$ cat config.mk
export PLATFORM = sky130hd
export DESIGN_NAME = led_matrix_scroll_refresh
export DESIGN_NICKNAME = d
export VERILOG_FILES = /design/src/lmsr_pkg.sv /design/src/lmsr_store.sv /design/src/lmsr_seq.sv /design/src/led_matrix_scroll_refresh.sv
export SDC_FILE = /design/constraint.sdc
export NUM_CORES = 1
export LEC_CHECK = 0
export BUFFER_PORTS_ARGS = -buffer_cell sky130_fd_sc_hd__buf_2
export CAP_MARGIN = 20
export CORE_ASPECT_RATIO = 1.75
export CORE_MARGIN = 2
export CORE_UTILIZATION = 50
export DETAILED_ROUTE_END_ITERATION = 6
export PLACE_DENSITY_LB_ADDON = 0.3
export SYNTH_ARGS = -nofsm -noshare
export SYNTH_HDL_FRONTEND = slang
export SYNTH_SLANG_ARGS = --single-unit
$ cat constraint.sdc
create_clock -name i_clk -period 5.1 [get_ports i_clk]
set_clock_uncertainty 0.15 [all_clocks]
set_input_delay 0.255 -clock i_clk [delete_from_list [all_inputs] [get_ports i_clk]]
set_output_delay 0.255 -clock i_clk [all_outputs]
set_load 0.01 [all_outputs]
$ cat src/lmsr_pkg.sv
// Shared types and constants for the LED matrix chain scroll and refresh block.
`default_nettype none

package lmsr_pkg;

    // Command codes carried in the opcode field.
    typedef enum logic [2:0] {
        OP_CLEAR_STORE = 3'd0,
        OP_PUSH        = 3'd1,
        OP_SCROLL      = 3'd2,
        OP_REFRESH     = 3'd3,
        OP_INIT        = 3'd4,
        OP_CLEAR_DISP  = 3'd5
    } t_op;

    // Sequencer states.
    typedef enum logic [2:0] {
        ST_CLEAR,
        ST_IDLE,
        ST_ROT_RD,
        ST_ROT_WR,
        ST_REF_RD,
        ST_REF_EMIT,
        ST_INIT,
        ST_CLR_DISP
    } t_state;

    // Driver register addresses and fixed data bytes.
    localparam logic [3:0] ADDR_INTENSITY  = 4'h0A;
    localparam logic [3:0] ADDR_SCAN_LIMIT = 4'h0B;
    localparam logic [3:0] ADDR_SHUTDOWN   = 4'h0C;
    localparam logic [7:0] SHUTDOWN_NORMAL = 8'h01;
    localparam logic [7:0] ZERO_DATA       = 8'h00;

    // Configuration register indexes.
    localparam logic [1:0] CFG_INTENSITY  = 2'd0;
    localparam logic [1:0] CFG_SCAN_LIMIT = 2'd1;

    // One command word.
    typedef struct packed {
        logic [2:0] opcode;
        logic [7:0] push_byte;
    } t_cmd;

    // One driver register write.
    typedef struct packed {
        logic       broadcast;
        logic [2:0] device_slot;
        logic [3:0] reg_address;
        logic [7:0] reg_data;
        logic       last;
    } t_wr;

    // Live configuration values.
    typedef struct packed {
        logic [3:0] intensity_level;
        logic [2:0] scan_limit;
    } t_cfg;

endpackage

`default_nettype wire

$ cat src/lmsr_store.sv
// Frame store memory: one write port, two registered read ports.
`default_nettype none

module lmsr_store #(
    parameter  int DEPTH = 32,
    localparam int AW    = (DEPTH > 1) ? $clog2(DEPTH) : 1
) (
    input  wire logic          i_clk,
    input  wire logic          i_we,
    input  wire logic [AW-1:0] i_waddr,
    input  wire logic [7:0]    i_wdata,
    input  wire logic [AW-1:0] i_raddr_a,
    input  wire logic [AW-1:0] i_raddr_b,
    output logic      [7:0]    o_rdata_a,
    output logic      [7:0]    o_rdata_b
);

    logic [7:0] r_mem [DEPTH];

    always_ff @(posedge i_clk) begin
        if (i_we) begin
            r_mem[i_waddr] <= i_wdata;
        end
    end

    always_ff @(posedge i_clk) begin
        o_rdata_a <= r_mem[i_raddr_a];
        o_rdata_b <= r_mem[i_raddr_b];
    end

endmodule

`default_nettype wire

$ cat src/lmsr_seq.sv
// Command sequencer: walks the frame store one entry at a time and builds register writes.
`default_nettype none

module lmsr_seq #(
    parameter int MATRIX_COUNT       = 4,
    parameter int COLUMNS_PER_MATRIX = 8
) (
    input  wire logic          i_clk,
    input  wire logic          i_rst_n,
    input  wire logic          i_cmd_valid,
    output logic               o_cmd_ready,
    input  wire lmsr_pkg::t_cmd i_cmd,
    input  wire lmsr_pkg::t_cfg i_cfg,
    input  wire logic          i_out_free,
    output logic               o_emit,
    output lmsr_pkg::t_wr      o_word
);

    localparam int S  = MATRIX_COUNT * COLUMNS_PER_MATRIX;
    localparam int AW = (S > 1) ? $clog2(S) : 1;
    localparam int MW = (MATRIX_COUNT > 1) ? $clog2(MATRIX_COUNT) : 1;
    localparam int CW = (COLUMNS_PER_MATRIX > 1) ? $clog2(COLUMNS_PER_MATRIX) : 1;
    localparam logic [AW-1:0] LAST_IDX  = AW'(S - 1);
    localparam logic [AW-1:0] SRC_STEP  = AW'(COLUMNS_PER_MATRIX % S);
    localparam logic [AW-1:0] WRAP_FROM = AW'(S - COLUMNS_PER_MATRIX);
    localparam logic [MW-1:0] LAST_M    = MW'(MATRIX_COUNT - 1);
    localparam logic [CW-1:0] LAST_C    = CW'(COLUMNS_PER_MATRIX - 1);
    localparam bit HAS_WRAP = (MATRIX_COUNT > 1);

    lmsr_pkg::t_state r_state, n_state;
    logic [AW-1:0] r_head, n_head;   // physical place of logical entry 0
    logic [AW-1:0] r_i, n_i;         // logical index
    logic [AW-1:0] r_s, n_s;         // logical source index of the wrap bit
    logic [AW-1:0] r_pa, n_pa;       // physical address of r_i
    logic [AW-1:0] r_psrc, n_psrc;   // physical address of r_s
    logic [MW-1:0] r_m, n_m;
    logic [CW-1:0] r_c, n_c;
    logic [1:0]    r_step, n_step;
    logic          r_tops [COLUMNS_PER_MATRIX];

    logic          we;
    logic [AW-1:0] waddr;
    logic [7:0]    wdata;
    logic [7:0]    rd_a, rd_b;
    logic          wrap_bit;

    function automatic logic [AW-1:0] inc_wrap(input logic [AW-1:0] v);
        return (v == LAST_IDX) ? '0 : v + AW'(1);
    endfunction

    function automatic logic [AW-1:0] add_wrap(input logic [AW-1:0] a, input logic [AW-1:0] b);
        logic [AW:0] sum;
        sum = {1'b0, a} + {1'b0, b};
        if (sum >= (AW + 1)'(S)) begin
            sum = sum - (AW + 1)'(S);
        end
        return sum[AW-1:0];
    endfunction

    lmsr_store #(.DEPTH(S)) u_store (
        .i_clk     (i_clk),
        .i_we      (we),
        .i_waddr   (waddr),
        .i_wdata   (wdata),
        .i_raddr_a (r_pa),
        .i_raddr_b (r_psrc),
        .o_rdata_a (rd_a),
        .o_rdata_b (rd_b)
    );

    // Past the wrap point the source entry is already rotated: take its saved top bit.
    assign wrap_bit = (HAS_WRAP && (r_i >= WRAP_FROM)) ? r_tops[r_s[CW-1:0]] : rd_b[7];

    always_ff @(posedge i_clk) begin
        if (!i_rst_n) begin
            r_state <= lmsr_pkg::ST_CLEAR;
            r_head  <= '0;
            r_i     <= '0;
            r_s     <= '0;
            r_pa    <= '0;
            r_psrc  <= '0;
            r_m     <= '0;
            r_c     <= '0;
            r_step  <= '0;
        end else begin
            r_state <= n_state;
            r_head  <= n_head;
            r_i     <= n_i;
            r_s     <= n_s;
            r_pa    <= n_pa;
            r_psrc  <= n_psrc;
            r_m     <= n_m;
            r_c     <= n_c;
            r_step  <= n_step;
        end
    end

    always_ff @(posedge i_clk) begin
        if (r_state == lmsr_pkg::ST_ROT_WR && r_i < AW'(COLUMNS_PER_MATRIX)) begin
            r_tops[r_i[CW-1:0]] <= rd_a[7];
        end
    end

    always_comb begin
        n_state = r_state;
        n_head  = r_head;
        n_i     = r_i;
        n_s     = r_s;
        n_pa    = r_pa;
        n_psrc  = r_psrc;
        n_m     = r_m;
        n_c     = r_c;
        n_step  = r_step;
        we      = 1'b0;
        waddr   = r_pa;
        wdata   = lmsr_pkg::ZERO_DATA;
        o_cmd_ready = 1'b0;
        o_emit  = 1'b0;
        o_word  = '0;

        case (r_state)
            lmsr_pkg::ST_CLEAR: begin
                we = 1'b1;
                if (r_pa == LAST_IDX) begin
                    n_head  = '0;
                    n_state = lmsr_pkg::ST_IDLE;
                end else begin
                    n_pa = r_pa + AW'(1);
                end
            end

            lmsr_pkg::ST_IDLE: begin
                o_cmd_ready = 1'b1;
                n_pa = r_head;
                if (i_cmd_valid) begin
                    case (lmsr_pkg::t_op'(i_cmd.opcode))
                        lmsr_pkg::OP_CLEAR_STORE: begin
                            n_pa    = '0;
                            n_state = lmsr_pkg::ST_CLEAR;
                        end
                        lmsr_pkg::OP_PUSH: begin
                            // Oldest entry sits at the head: overwrite it, advance the head.
                            we     = 1'b1;
                            waddr  = r_head;
                            wdata  = i_cmd.push_byte;
                            n_head = inc_wrap(r_head);
                            n_pa   = inc_wrap(r_head);
                        end
                        lmsr_pkg::OP_SCROLL: begin
                            n_i     = '0;
                            n_s     = SRC_STEP;
                            n_psrc  = add_wrap(r_head, SRC_STEP);
                            n_state = lmsr_pkg::ST_ROT_RD;
                        end
                        lmsr_pkg::OP_REFRESH: begin
                            n_i     = '0;
                            n_m     = '0;
                            n_c     = '0;
                            n_state = lmsr_pkg::ST_REF_RD;
                        end
                        lmsr_pkg::OP_INIT: begin
                            n_step  = '0;
                            n_state = lmsr_pkg::ST_INIT;
                        end
                        lmsr_pkg::OP_CLEAR_DISP: begin
                            n_c     = '0;
                            n_state = lmsr_pkg::ST_CLR_DISP;
                        end
                        default: begin
                        end
                    endcase
                end
            end

            lmsr_pkg::ST_ROT_RD: begin
                n_state = lmsr_pkg::ST_ROT_WR;
            end

            lmsr_pkg::ST_ROT_WR: begin
                we    = 1'b1;
                wdata = {rd_a[6:0], wrap_bit};
                if (r_i == LAST_IDX) begin
                    n_state = lmsr_pkg::ST_IDLE;
                end else begin
                    n_i     = r_i + AW'(1);
                    n_s     = inc_wrap(r_s);
                    n_pa    = inc_wrap(r_pa);
                    n_psrc  = inc_wrap(r_psrc);
                    n_state = lmsr_pkg::ST_ROT_RD;
                end
            end

            lmsr_pkg::ST_REF_RD: begin
                n_state = lmsr_pkg::ST_REF_EMIT;
            end

            lmsr_pkg::ST_REF_EMIT: begin
                o_word.broadcast   = 1'b0;
                o_word.device_slot = 3'(r_m);
                o_word.reg_address = 4'(r_c) + 4'd1;
                o_word.reg_data    = rd_a;
                o_word.last        = (r_i == LAST_IDX);
                if (i_out_free) begin
                    o_emit = 1'b1;
                    if (r_i == LAST_IDX) begin
                        n_state = lmsr_pkg::ST_IDLE;
                    end else begin
                        n_i  = r_i + AW'(1);
                        n_pa = inc_wrap(r_pa);
                        if (r_c == LAST_C) begin
                            n_c = '0;
                            n_m = (r_m == LAST_M) ? '0 : r_m + MW'(1);
                        end else begin
                            n_c = r_c + CW'(1);
                        end
                        n_state = lmsr_pkg::ST_REF_RD;
                    end
                end
            end

            lmsr_pkg::ST_INIT: begin
                o_word.broadcast = 1'b1;
                case (r_step)
                    2'd0: begin
                        o_word.reg_address = lmsr_pkg::ADDR_INTENSITY;
                        o_word.reg_data    = {4'd0, i_cfg.intensity_level};
                    end
                    2'd1: begin
                        o_word.reg_address = lmsr_pkg::ADDR_SCAN_LIMIT;
                        o_word.reg_data    = {5'd0, i_cfg.scan_limit};
                    end
                    default: begin
                        o_word.reg_address = lmsr_pkg::ADDR_SHUTDOWN;
                        o_word.reg_data    = lmsr_pkg::SHUTDOWN_NORMAL;
                        o_word.last        = 1'b1;
                    end
                endcase
                if (i_out_free) begin
                    o_emit = 1'b1;
                    if (r_step == 2'd2) begin
                        n_state = lmsr_pkg::ST_IDLE;
                    end else begin
                        n_step = r_step + 2'd1;
                    end
                end
            end

            lmsr_pkg::ST_CLR_DISP: begin
                o_word.broadcast   = 1'b1;
                o_word.reg_address = 4'(r_c) + 4'd1;
                o_word.reg_data    = lmsr_pkg::ZERO_DATA;
                o_word.last        = (r_c == LAST_C);
                if (i_out_free) begin
                    o_emit = 1'b1;
                    if (r_c == LAST_C) begin
                        n_pa    = '0;
                        n_state = lmsr_pkg::ST_CLEAR;
                    end else begin
                        n_c = r_c + CW'(1);
                    end
                end
            end

            default: begin
                n_state = lmsr_pkg::ST_IDLE;
            end
        endcase
    end

endmodule

`default_nettype wire

$ cat src/led_matrix_scroll_refresh.sv
// Top level: LED matrix chain frame store with scroll, refresh and init sequencing.
// Push: one entry. Clear store: zeroes S entries (S = MATRIX_COUNT*COLUMNS_PER_MATRIX).
// Scroll: the accept step, then a read and then a write per entry.
// Refresh: a read, then an emit per word (S words), held by a full output; init 3 words;
// clear display C words, then a store clear. Reset (synchronous, active low) runs a clearing
// pass; no command is taken until it ends, config writes at once. Output is registered.
`default_nettype none

module led_matrix_scroll_refresh #(
    parameter int MATRIX_COUNT       = 4,
    parameter int COLUMNS_PER_MATRIX = 8
) (
    input  wire logic           i_clk,
    input  wire logic           i_rst_n,
    // command channel
    input  wire logic           i_in_valid,
    output logic                o_in_ready,
    input  wire lmsr_pkg::t_cmd i_in,
    // register write channel
    output logic                o_out_valid,
    input  wire logic           i_out_ready,
    output lmsr_pkg::t_wr       o_out,
    // configuration write port
    input  wire logic           i_cfg_we,
    input  wire logic [1:0]     i_cfg_index,
    input  wire logic [3:0]     i_cfg_data
);

    lmsr_pkg::t_cfg r_cfg;
    logic           r_out_valid;
    lmsr_pkg::t_wr  r_out;
    logic           out_free;
    logic           emit;
    lmsr_pkg::t_wr  word;

    // Config registers; an index beyond the list is dropped.
    always_ff @(posedge i_clk) begin
        if (!i_rst_n) begin
            r_cfg.intensity_level <= 4'd7;
            r_cfg.scan_limit      <= 3'd7;
        end else if (i_cfg_we) begin
            case (i_cfg_index)
                lmsr_pkg::CFG_INTENSITY:  r_cfg.intensity_level <= i_cfg_data;
                lmsr_pkg::CFG_SCAN_LIMIT: r_cfg.scan_limit      <= i_cfg_data[2:0];
                default: begin
                end
            endcase
        end
    end

    // Output slot is free when empty or being taken this cycle.
    assign out_free = !r_out_valid || i_out_ready;

    lmsr_seq #(
        .MATRIX_COUNT       (MATRIX_COUNT),
        .COLUMNS_PER_MATRIX (COLUMNS_PER_MATRIX)
    ) u_seq (
        .i_clk       (i_clk),
        .i_rst_n     (i_rst_n),
        .i_cmd_valid (i_in_valid),
        .o_cmd_ready (o_in_ready),
        .i_cmd       (i_in),
        .i_cfg       (r_cfg),
        .i_out_free  (out_free),
        .o_emit      (emit),
        .o_word      (word)
    );

    // Hold the word until taken; load a new one when the slot frees.
    always_ff @(posedge i_clk) begin
        if (!i_rst_n) begin
            r_out_valid <= 1'b0;
        end else if (emit) begin
            r_out_valid <= 1'b1;
        end else if (i_out_ready) begin
            r_out_valid <= 1'b0;
        end
    end

    always_ff @(posedge i_clk) begin
        if (emit) begin
            r_out <= word;
        end
    end

    assign o_out_valid = r_out_valid;
    assign o_out       = r_out;

endmodule

`default_nettype wire
==> results.yml, run 1 <==
floorplanning:
  num_rows: 82
  dieHeight_um: 229.0
  start_util: 0.5073
  die_area_mm2: 0.03037
  core_mm2: 0.02852
  pin_count: 41
  die_w_um: 132.6
setup_path:
  critPathRequiredTime_ns: 5.13
  crit_type: "flip-flop to flip-flop"
  cp_max_fo: 29
  crit_path_end_kind: "flip-flop"
  slowest_delay_ns: 0.67
  start_kind: "flip-flop"
  cp_common_cell: "buf_4"
  cp_cell_sequence: "buf_4, or3b_1, inv_2, nand2_1, buf_4, nor3_1, a41oi_1, nor2_1"
  cp_slowest_cell: "nor2_1"
  cp.arrival_ns: 3.55
clock_network:
  clkSlewWorstSetupHoldPaths_ns: 0.07
  cts-htree-levels: 1
  cts_tree: "built"
  cts.sinks: 335
  root_buffer: "clkbuf_16"
  clock_path_buffers: 3
  ctsResizeCount: 0
  cts_buffers: 28
  insertion_delay_ns: 0.55
detailed_routing:
  wire_per_inst_um: 23.34
  drc_errors: 0
  vias_per_cell: 6.017
  totalWireLength_um: 31420
  ant_nets: 0
  vias: 8099
  drtIter0Drc: 722
  first_pass_iters: 5
final_layout:
  final_cells: 1346
  layout_commonest_cell: "edfxtp_1"
  areaGrowthSynthToFinish_pct: 11.87
  n_fill_cell: 2217
  multi_input_area_mm2: 0.004624
  drive_gt1_frac: 0.2262
  fin_nets: 984
  final_cell_mix: "edfxtp_1 (280), mux4_2 (89), nor2_1 (63), dfxtp_1 (53), buf_2 (39)"
  register_area_mm2: 0.009514
  antenna_cells: 0
yosys:
  yosysWarningCount: 0
  synth_area_mm2: 0.01447
  netlist_instances: 902
  syn_nets: 940
  ys_seq_elements: 335
  synth_cell_type_count: 69
  ys.flop_type: "edfxtp_1"
  ys_seq_area_frac: 0.6572
  synth_edf_count: 280
  async_reset_ff_frac: 0
  syn_avg_cell_area_um2: 16.04
power:
  leakagePower_uw: 0.005085
  ir_worst_vdd_mv: 0.2475
  power_density_mw_per_mm2: 427.9
  total_power_uw: 6927
sta:
  setup_violations: 0
  slew_violations: 0
  min_period_ns: 3.528
  fin_crit_sh: 0.6917
  hold_viol_final: 0
  rsz0062_at_grt: "no"
  final.setup.tns_ns: 0
  tightestPinTransition_ns: 0.9618
  max_freq_mhz: 283.5
  relSlewSlack: 0.3529
  setup_slack_ns: 1.572
status:
  status: "finished, final reports clean"
min_path:
  hold_path_class: "primary input to flip-flop"
global_routing:
  grt_pass1_vias: 8416
  grt_max_degree: 49
  antenna_found_initial: 0
  grt_pass1_wl_um: 48960
  grt_remaining_overflow: 0
  grtUsageTotal: 0.2111
placed_design:
  io_buffers: 39
  dp_hpwl_um: 21000
  dp_cells: 1278
  place_congestion: 0.8721
  place_ws_ns: 1.371
run:
  maxCapViolations: 0
## layout make-up
class | instances | area share
multi-input cells | 494 | 0.2857
repair buffers | 76 | 0.03587
well taps | 378 | 0.02922
flip-flops and latches | 335 | 0.5878
clock buffers | 40 | 0.04993
clock inverters | 12 | 0.008967
inverters | 11 | 0.002551
## final timing paths
path,start,endpoint,slack (ns),cells past startpoint
max,u_seq.r_state[1]$_SDFFE_PN0P_,u_seq.u_store.r_mem[30][5]$_DFFE_PP_,1.57,8
min,i_cfg_we,r_cfg[1]$_SDFFE_PN1P_,0.03,4
max reg2reg,u_seq.r_state[1]$_SDFFE_PN0P_,u_seq.u_store.r_mem[30][5]$_DFFE_PP_,1.57,8
min reg2reg,u_seq.r_step[1]$_SDFFE_PN0P_,u_seq.r_step[1]$_SDFFE_PN0P_,0.33,2
## worst max-delay path, delay by kind of cell (launching register included)
family / cells / cell delay, ns
compound gates: 1 / 0.12
buf+inv: 3 / 0.72
flops: 1 / 0.30
simple gates: 4 / 1.84
## flip-flops by register name (all words and copies together), names as in the netlist, 7 cells and up, named ones only
register                 flops
u_seq.r_tops                 8
o_out                       16
u_seq.u_store.r_mem        256
r_cfg                        7
u_seq.u_store.o_rdata_a      8
## cell usage after synthesis, types with 3 or more instances
| master | count | area (µm²) |
|---|---|---|
| nor2b_1 | 9 | 56.30 |
| inv_1 | 9 | 33.78 |
| ha_1 | 16 | 200.2 |
| or3_1 | 3 | 18.77 |
| a21oi_1 | 31 | 155.2 |
| nand2b_1 | 16 | 100.1 |
| xor2_1 | 3 | 26.28 |
| a22oi_1 | 7 | 52.55 |
| a41oi_1 | 3 | 26.28 |
| nand3b_1 | 8 | 60.06 |
| a32oi_1 | 3 | 26.28 |
| nand3_1 | 13 | 65.06 |
| mux2i_1 | 17 | 170.2 |
| nor2_1 | 64 | 240.2 |
| nor3b_1 | 9 | 67.56 |
| and3_1 | 9 | 56.30 |
| nand2_1 | 36 | 135.1 |
| nor4_1 | 9 | 56.30 |
| a211oi_1 | 5 | 37.54 |
| clkbuf_1 | 34 | 127.6 |
| mux2_2 | 9 | 101.4 |
| a21o_1 | 3 | 22.52 |
| and2_1 | 11 | 68.82 |
| a31oi_1 | 14 | 87.58 |
| a21boi_0 | 3 | 22.52 |
| buf_1 | 6 | 22.52 |
| edfxtp_1 | 280 | 8408 |
| or2_2 | 3 | 18.77 |
| o21ai_0 | 14 | 70.07 |
| a22o_1 | 9 | 78.83 |
| mux4_2 | 89 | 2004 |
| dfxtp_1 | 55 | 1101 |
| nor3_1 | 35 | 175.2 |
| buf_2 | 17 | 85.08 |
## what timing repair did
item,4_1_cts,5_1_grt
hold endpoints to repair,11,0
buffers inserted,0,0
hold buffers,10,0
## stage by stage
step                      cell area (µm²)  hold slack, ns    util
after floorplan                     14470          0.2301       -
after global placement              15010          0.3043  0.5261
after detailed placement            15010          0.3095  0.5261
after CTS                           16060        0.005930  0.5630
after global routing                16190         0.01719  0.5675
final                               16190         0.02638  0.5675
## layer usage
layer | GRT usage | part of all wire | up-vias
li1 | - | - | 3678
met1 | 0.2374 | 0.37 | 4157
met2 | 0.4019 | 0.56 | 212
met3 | 0.02413 | 0.037 | 52
met4 | 0.08535 | 0.035 | 0
met5 | 0 | 0 | -
## power by group
| part | leakage (µW) | internal, µW | switching [µW] |
|---|---|---|---|
| Sequential | 0.00289 | 3170 | 200 |
| Clock | 0.000463 | 1260 | 942 |
| Combinational | 0.00174 | 650 | 704 |
## logic make-up after synthesis
| group | share of synthesized area |
|---|---|
| AND/OR/NAND/NOR | 0.08648 |
| XOR/XNOR | 0.003027 |
| adder cells (fa/ha/maj) | 0.01384 |
| buffers and inverters | 0.02335 |
| AO/OA/AOI/OAI | 0.05318 |
| flip-flops | 0.6572 |
| multiplexers | 0.1627 |
| other | 0.0002592 |
Power figures use the tool's default switching activity.
==> run 2, diff against run 1 <==
--- a/config.mk
+++ b/config.mk
@@ -5,6 +5,7 @@
 export SDC_FILE = /design/constraint.sdc
 export NUM_CORES = 1
 export LEC_CHECK = 0
+export ABC_AREA = 1
 export BUFFER_PORTS_ARGS = -buffer_cell sky130_fd_sc_hd__buf_2
 export CAP_MARGIN = 20
 export CORE_ASPECT_RATIO = 1.75
==> constraint.sdc (replaced) <==
create_clock -name i_clk -period 3.23 [get_ports i_clk]
set_clock_uncertainty 0.15 [all_clocks]
set_input_delay 0.1615 -clock i_clk [delete_from_list [all_inputs] [get_ports i_clk]]
set_output_delay 0.1615 -clock i_clk [all_outputs]
set_load 0.01 [all_outputs]
==> run 2 against run 1 <==
Sequential power grew 61%. Largest power group unchanged. Utilization rose by 0.67 points. Via count up 40%. Register-to-register slack lost 1.2 ns. Cell count is 52% higher. Global-route usage up 4.6 points.
==> results.yml, run 2 <==
status:
  status: "finished, final reports clean"
detailed_routing:
  wire_per_inst_um: 19.56
  drtIter0Drc: 814
  first_pass_iters: 5
  vias_per_cell: 5.534
  ant_nets: 0
  drc_errors: 0
  totalWireLength_um: 40050
  vias: 11330
floorplanning:
  num_rows: 84
  start_util: 0.5046
  die_area_mm2: 0.03169
  dieHeight_um: 234.0
  pin_count: 41
  die_w_um: 135.4
  core_mm2: 0.02995
global_routing:
  grt_pass1_wl_um: 61280
  grt_remaining_overflow: 0
  grtUsageTotal: 0.2576
  grt_pass1_vias: 11400
  antenna_found_initial: 0
  grt_max_degree: 85
yosys:
  synth_commonest_cells: "nand2_1 (545), edfxtp_1 (280), nand3_1 (268)"
  synth_area_mm2: 0.01512
  synth_edf_count: 280
  yosysWarningCount: 0
  synth_top_cells_by_area: "edfxtp_1 (56%), nand2_1 (14%), nand3_1 (8.9%)"
  async_reset_ff_frac: 0
  syn_avg_cell_area_um2: 9.659
  netlist.area_leader.share: 0.5562
  yosysMostFrequentCell: "nand2_1"
  netlist_instances: 1565
  synth_top_cell_by_area: "edfxtp_1"
  synth_cell_type_count: 44
  syn_nets: 1603
  ys_seq_elements: 335
  ys.flop_type: "edfxtp_1"
  ys_seq_area_frac: 0.6291
setup_path:
  cp_cell_sequence: "inv_6, nand2_8, nor2_8, nand2_4, nand2_1, o21ai_4, nand3_2, nor2_1"
  cp.depth: 8
  reg2reg_from: "u_seq.r_state[2]$_SDFFE_PN0P_"
  critPathRequiredTime_ns: 3.27
  r2r_end: "u_seq.u_store.r_mem[2][7]$_DFFE_PP_"
  crit_path_end_kind: "flip-flop"
  crit_type: "flip-flop to flip-flop"
  cp-endpoint: "u_seq.u_store.r_mem[2][7]$_DFFE_PP_"
  cp.arrival_ns: 2.93
  reg2reg_slack_ns: 0.35
  worst_path_dominant_cell_family: "simple AND/OR/NAND/NOR gates"
  reg2reg_depth: 8
  cp_max_fo: 23
  critPathLaunch: "u_seq.r_state[2]$_SDFFE_PN0P_"
  start_kind: "flip-flop"
  crit_buf_inv: 1
  cp_slowest_cell: "dfxtp_1"
  slowest_delay_ns: 0.65
clock_network:
  cts_buffers: 29
  cts_tree: "built"
  clock_path_buffers: 3
  post-cts-setup-buffer-count: 0
  cts.sinks: 335
  root_buffer: "clkbuf_16"
  insertion_delay_ns: 0.56
  cts-htree-levels: 1
  clkSlewWorstSetupHoldPaths_ns: 0.07
power:
  leakagePower_uw: 0.006872
  total_power_uw: 13420
  pwr-share-clk: 0.286
  intPower_uw: 8676
  switching_share: 0.3536
  seqPwrFrac: 0.405
  ir_worst_vdd_mv: 0.4516
  power_density_mw_per_mm2: 780.3
  p_sw_uw: 4745
  pwr-share-comb: 0.309
sta:
  setup_violations: 0
  hold_viol_final: 0
  slew_violations: 0
  max_freq_mhz: 347.1
  whs_ns: 0.03943
  relSlewSlack: 0.4065
  tightestPinTransition_ns: 0.8903
  final.setup.tns_ns: 0
  setup_slack_ns: 0.3489
  fin_crit_sh: 0.8920
  min_period_ns: 2.881
  rsz0062_at_grt: "no"
final_layout:
  top_register: "u_seq.u_store.r_mem"
  drive_gt1_frac: 0.1246
  final_cell_mix: "nand2_1 (545), edfxtp_1 (280), nand3_1 (268), nor2_1 (119), inv_1 (62)"
  fin_nets: 1677
  largest_reg_flops: 256
  layout_commonest_cell: "nand2_1"
  areaGrowthSynthToFinish_pct: 13.79
  antenna_cells: 0
placed_design:
  place_congestion: 0.9234
  io_buffers: 39
  dp_hpwl_um: 26270
  place_ws_ns: 0.4037
min_path:
  hold_path_class: "primary input to flip-flop"
  hold_depth: 6
run:
  maxCapViolations: 0
==> run 2: cell types whose count changed after synthesis, sizes merged, moves of 25 or more <==
cell   before  now
nand3      13  277
nor3       35   10
nor2       64  128
o21ai      14   45
mux4       92    0
inv        10   69
nand2      36  555
==> run 2: cells by family (layout without fill, tap and decap cells) <==
kind of cell,after synthesis,in the layout,synth area share
AND/OR/NAND/NOR,977,977,0.2780
flip-flops,335,335,0.6291
buffers and inverters,149,245,0.04279
AO/OA/AOI/OAI,81,81,0.03319
adder cells (fa/ha/maj),16,16,0.01324
XOR/XNOR,6,6,0.003477
other,1,1,0.0002481
==> run 2: layout make-up <==
cell class / instances / area, µm²
clock buffers: 32 / 767.0
inverters: 75 / 290.3
multi-input cells: 1081 / 4986
fillers: 2520 / 12750
flip-flops and latches: 335 / 9514
clock inverters: 21 / 297.8
well taps: 387 / 484.2
repair buffers: 117 / 860.8
==> run 2: worst min path at each step <==
stage	start	endpoint
floorplan	i_cfg_data[0]	r_cfg[0]$_SDFFE_PN1P_
global placement	i_cfg_data[2]	r_cfg[2]$_SDFFE_PN1P_
detailed placement	i_cfg_data[2]	r_cfg[2]$_SDFFE_PN1P_
CTS	i_in[10]	u_seq.r_m[0]$_SDFFE_PN0P_
global route	i_in[10]	u_seq.r_i[4]$_SDFFE_PN0P_
finish	i_in[10]	u_seq.r_m[0]$_SDFFE_PN0P_
==> run 2: tightest hold or removal path, stage by stage <==
cell	delay, ns
buf_2	0.13
nor2_1	0.07
nand2_1	0.06
a21oi_1	0.11
nor2_1	0.11
nor2_1	0.06
==> run 2: repair_timing <==
item | in CTS | in global routing
hold buffers | 22 | 0
endpoints found under the hold margin | 26 | 0
resized for setup | 0 | 0
==> run 2: metal layers <==
metal	share of wire	wire length [µm]	vias up	GRT usage
li1	-	-	5436	-
met1	0.33	13320	5348	0.2537
met2	0.55	22120	408	0.4975
met3	0.053	2116	142	0.03610
met4	0.062	2502	0	0.1605
met5	0	0	-	0
==> run 2: metrics by stage <==
| stage | area (µm²) | instances | util |
|---|---|---|---|
| 4_1_cts | 17200 | 2048 | 0.5742 |
| 5_1_grt | 17200 | 2048 | 0.5742 |
| 3_3_place_gp | 15920 | 1973 | 0.5313 |
| 3_5_place_dp | 15920 | 1973 | 0.5313 |
| 2_1_floorplan | 15120 | 1565 | - |
| 6_report | 17200 | 2048 | 0.5742 |
==> run 2: power by group through the flow <==
stage / registers (µW) / logic (µW) / clock network, µW
5_1_grt: 5480 / 4600 / 4050
3_5_place_dp: 5530 / 4060 / 0
3_3_place_gp: 5510 / 4020 / 0
6_report: 5440 / 4150 / 3830
4_1_cts: 5430 / 4120 / 3890
2_1_floorplan: 5440 / 2830 / 0
==> run 3, diff against run 2 <==
--- a/config.mk
+++ b/config.mk
@@ -13,6 +13,8 @@
 export CORE_UTILIZATION = 50
 export DETAILED_ROUTE_END_ITERATION = 6
 export PLACE_DENSITY_LB_ADDON = 0.3
+export REMOVE_ABC_BUFFERS = 1
+export SLEW_MARGIN = 20
 export SYNTH_ARGS = -nofsm -noshare
 export SYNTH_HDL_FRONTEND = slang
 export SYNTH_SLANG_ARGS = --single-unit
==> run 3 against run 2 <==
Register-to-register slack gained 0.08 ns. Die area is the same. Non-clock buffer count is 1 lower. Count of clock-buffer cells in the layout grew 1. Global-route usage is 0.46 points lower. Via count decreased by 0.21%. Total power is 2.7% lower. Critical endpoint is now u_seq.u_store.r_mem[2][1]$_DFFE_PP_. First-iteration DRC count shrank 1.6%. Clock power is 11% lower. Critical path depth unchanged. Utilization is 0.51 points lower. Sequential cell count unchanged.
==> results.yml, run 3 (synthesis results as in run 2) <==
clock_network:
  cts-htree-levels: 1
  cts_tree: "built"
  cts_buffers: 29
  cts.sinks: 335
  clkSlewWorstSetupHoldPaths_ns: 0.08
  clock_path_buffers: 3
  ctsResizeCount: 0
  post-cts-setup-buffer-count: 0
  root_buffer: "clkbuf_16"
  insertion_delay_ns: 0.58
global_routing:
  grt_remaining_overflow: 0
  grt_max_degree: 72
  grt_pass1_vias: 11100
  grt_pass1_wl_um: 60410
  grtUsageTotal: 0.2530
  antenna_found_initial: 0
setup_path:
  reg2reg_from: "u_seq.r_state[2]$_SDFFE_PN0P_"
  crit_type: "flip-flop to flip-flop"
  cp.arrival_ns: 2.86
  critPathRequiredTime_ns: 3.29
  reg2reg_depth: 8
  r2r_end: "u_seq.u_store.r_mem[2][1]$_DFFE_PP_"
  reg2reg_slack_ns: 0.43
  cp_max_fo: 23
  start_kind: "flip-flop"
  crit_path_end_kind: "flip-flop"
detailed_routing:
  drc_errors: 0
  first_pass_iters: 7
  wire_per_inst_um: 19.34
  vias_per_cell: 5.522
  totalWireLength_um: 39600
  vias: 11310
  drtIter0Drc: 801
  ant_nets: 0
final_layout:
  register_area_mm2: 0.009514
  top_register: "u_seq.u_store.r_mem"
  multi_input_area_mm2: 0.004986
  largest_reg_flops: 256
  areaGrowthSynthToFinish_pct: 12.77
  n_fill_cell: 2567
  fin_nets: 1676
  final_cell_mix: "nand2_1 (545), edfxtp_1 (280), nand3_1 (268), nor2_1 (119), inv_1 (62)"
  antenna_cells: 0
  layout_commonest_cell: "nand2_1"
  drive_gt1_frac: 0.1204
floorplanning:
  die_w_um: 135.4
  die_area_mm2: 0.03169
  start_util: 0.5046
  dieHeight_um: 234.0
  core_mm2: 0.02995
  pin_count: 41
  num_rows: 84
sta:
  min_period_ns: 2.800
  relSlewSlack: 0.4464
  hold_viol_final: 0
  max_freq_mhz: 357.1
  whs_ns: 0.1087
  setup_violations: 0
  slew_violations: 0
  tightestPinTransition_ns: 0.8304
  rsz0062_at_grt: "no"
  fin_crit_sh: 0.8670
run:
  maxCapViolations: 0
min_path:
  hold_depth: 4
  min_to: "u_seq.u_store.r_mem[15][7]$_DFFE_PP_"
  hold_path_class: "primary input to flip-flop"
  holdCritStartpoint: "i_in[7]"
status:
  status: "finished, final reports clean"
power:
  leakagePower_uw: 0.006788
  total_power_uw: 13050
  ir_worst_vdd_mv: 0.4990
  power_density_mw_per_mm2: 765.7
placed_design:
  place_congestion: 0.9578
  io_buffers: 39
  dp_hpwl_um: 26460
run 3: area by class of cell:
cell class              count  share of cell area
clock buffers              33             0.04345
multi-input cells        1081              0.2925
repair buffers            116             0.05035
inverters                  75             0.01703
flip-flops and latches    335              0.5581
well taps                 387             0.02841
clock inverters            21             0.01013
run 3: what timing repair did:
action,4_1_cts,5_1_grt
endpoints found under the setup margin,0,0
hold buffers,19,0
hold endpoints to repair,34,0
run 3: metrics by stage:
stage	setup slack, ns	TNS [ns]	utilization	cells	instance area, µm²
CTS	0.4447	0	0.5691	2048	17050
detailed placement	0.4516	0	0.5322	1975	15940
finish	0.4295	0	0.5691	2048	17050
global placement	0.5641	0	0.5322	1975	15940
global route	0.3218	0	0.5691	2048	17050
floorplan	-3.401	-554.55	-	1491	14760
run 3: power breakdown:
| part | total (µW) | switching (µW) | internal (µW) |
|---|---|---|---|
| sequential | 5490 | 306 | 5190 |
| clock | 3390 | 1570 | 1820 |
| combinational | 4170 | 2960 | 1210 |
| total | 13100 | 4840 | 8220 |
run 3: critical path, cell delays in order, from the launching register on:
cell and delay [ns]:
dfxtp_1 0.62, inv_6 0.09, nand2_8 0.10, nor2_8 0.06
nand2_4 0.29, nand2_1 0.15, o21ai_4 0.10, nand3_2 0.28
nor2_1 0.57
run 3: metal layers:
metal | global-route usage | share of wire
met1 | 0.2573 | 0.35
met5 | 0 | 0
met3 | 0.02529 | 0.044
met4 | 0.1579 | 0.067
met2 | 0.4872 | 0.54
run 3: how the worst max path moves through the flow:
stage,start,end,slack (ns),depth (start not counted)
global route,u_seq.r_state[2]$_SDFFE_PN0P_,u_seq.u_store.r_mem[2][3]$_DFFE_PP_,0.32,8
detailed placement,u_seq.r_state[2]$_SDFFE_PN0P_,u_seq.u_store.r_mem[2][1]$_DFFE_PP_,0.45,8
finish,u_seq.r_state[2]$_SDFFE_PN0P_,u_seq.u_store.r_mem[2][1]$_DFFE_PP_,0.43,8
floorplan,u_seq.r_pa[0]$_SDFFE_PN0P_,u_seq.u_store.r_mem[0][0]$_DFFE_PP_,-3.40,5
CTS,u_seq.r_state[2]$_SDFFE_PN0P_,u_seq.u_store.r_mem[2][1]$_DFFE_PP_,0.44,8
global placement,u_seq.r_state[2]$_SDFFE_PN0P_,u_seq.u_store.r_mem[2][1]$_DFFE_PP_,0.56,8
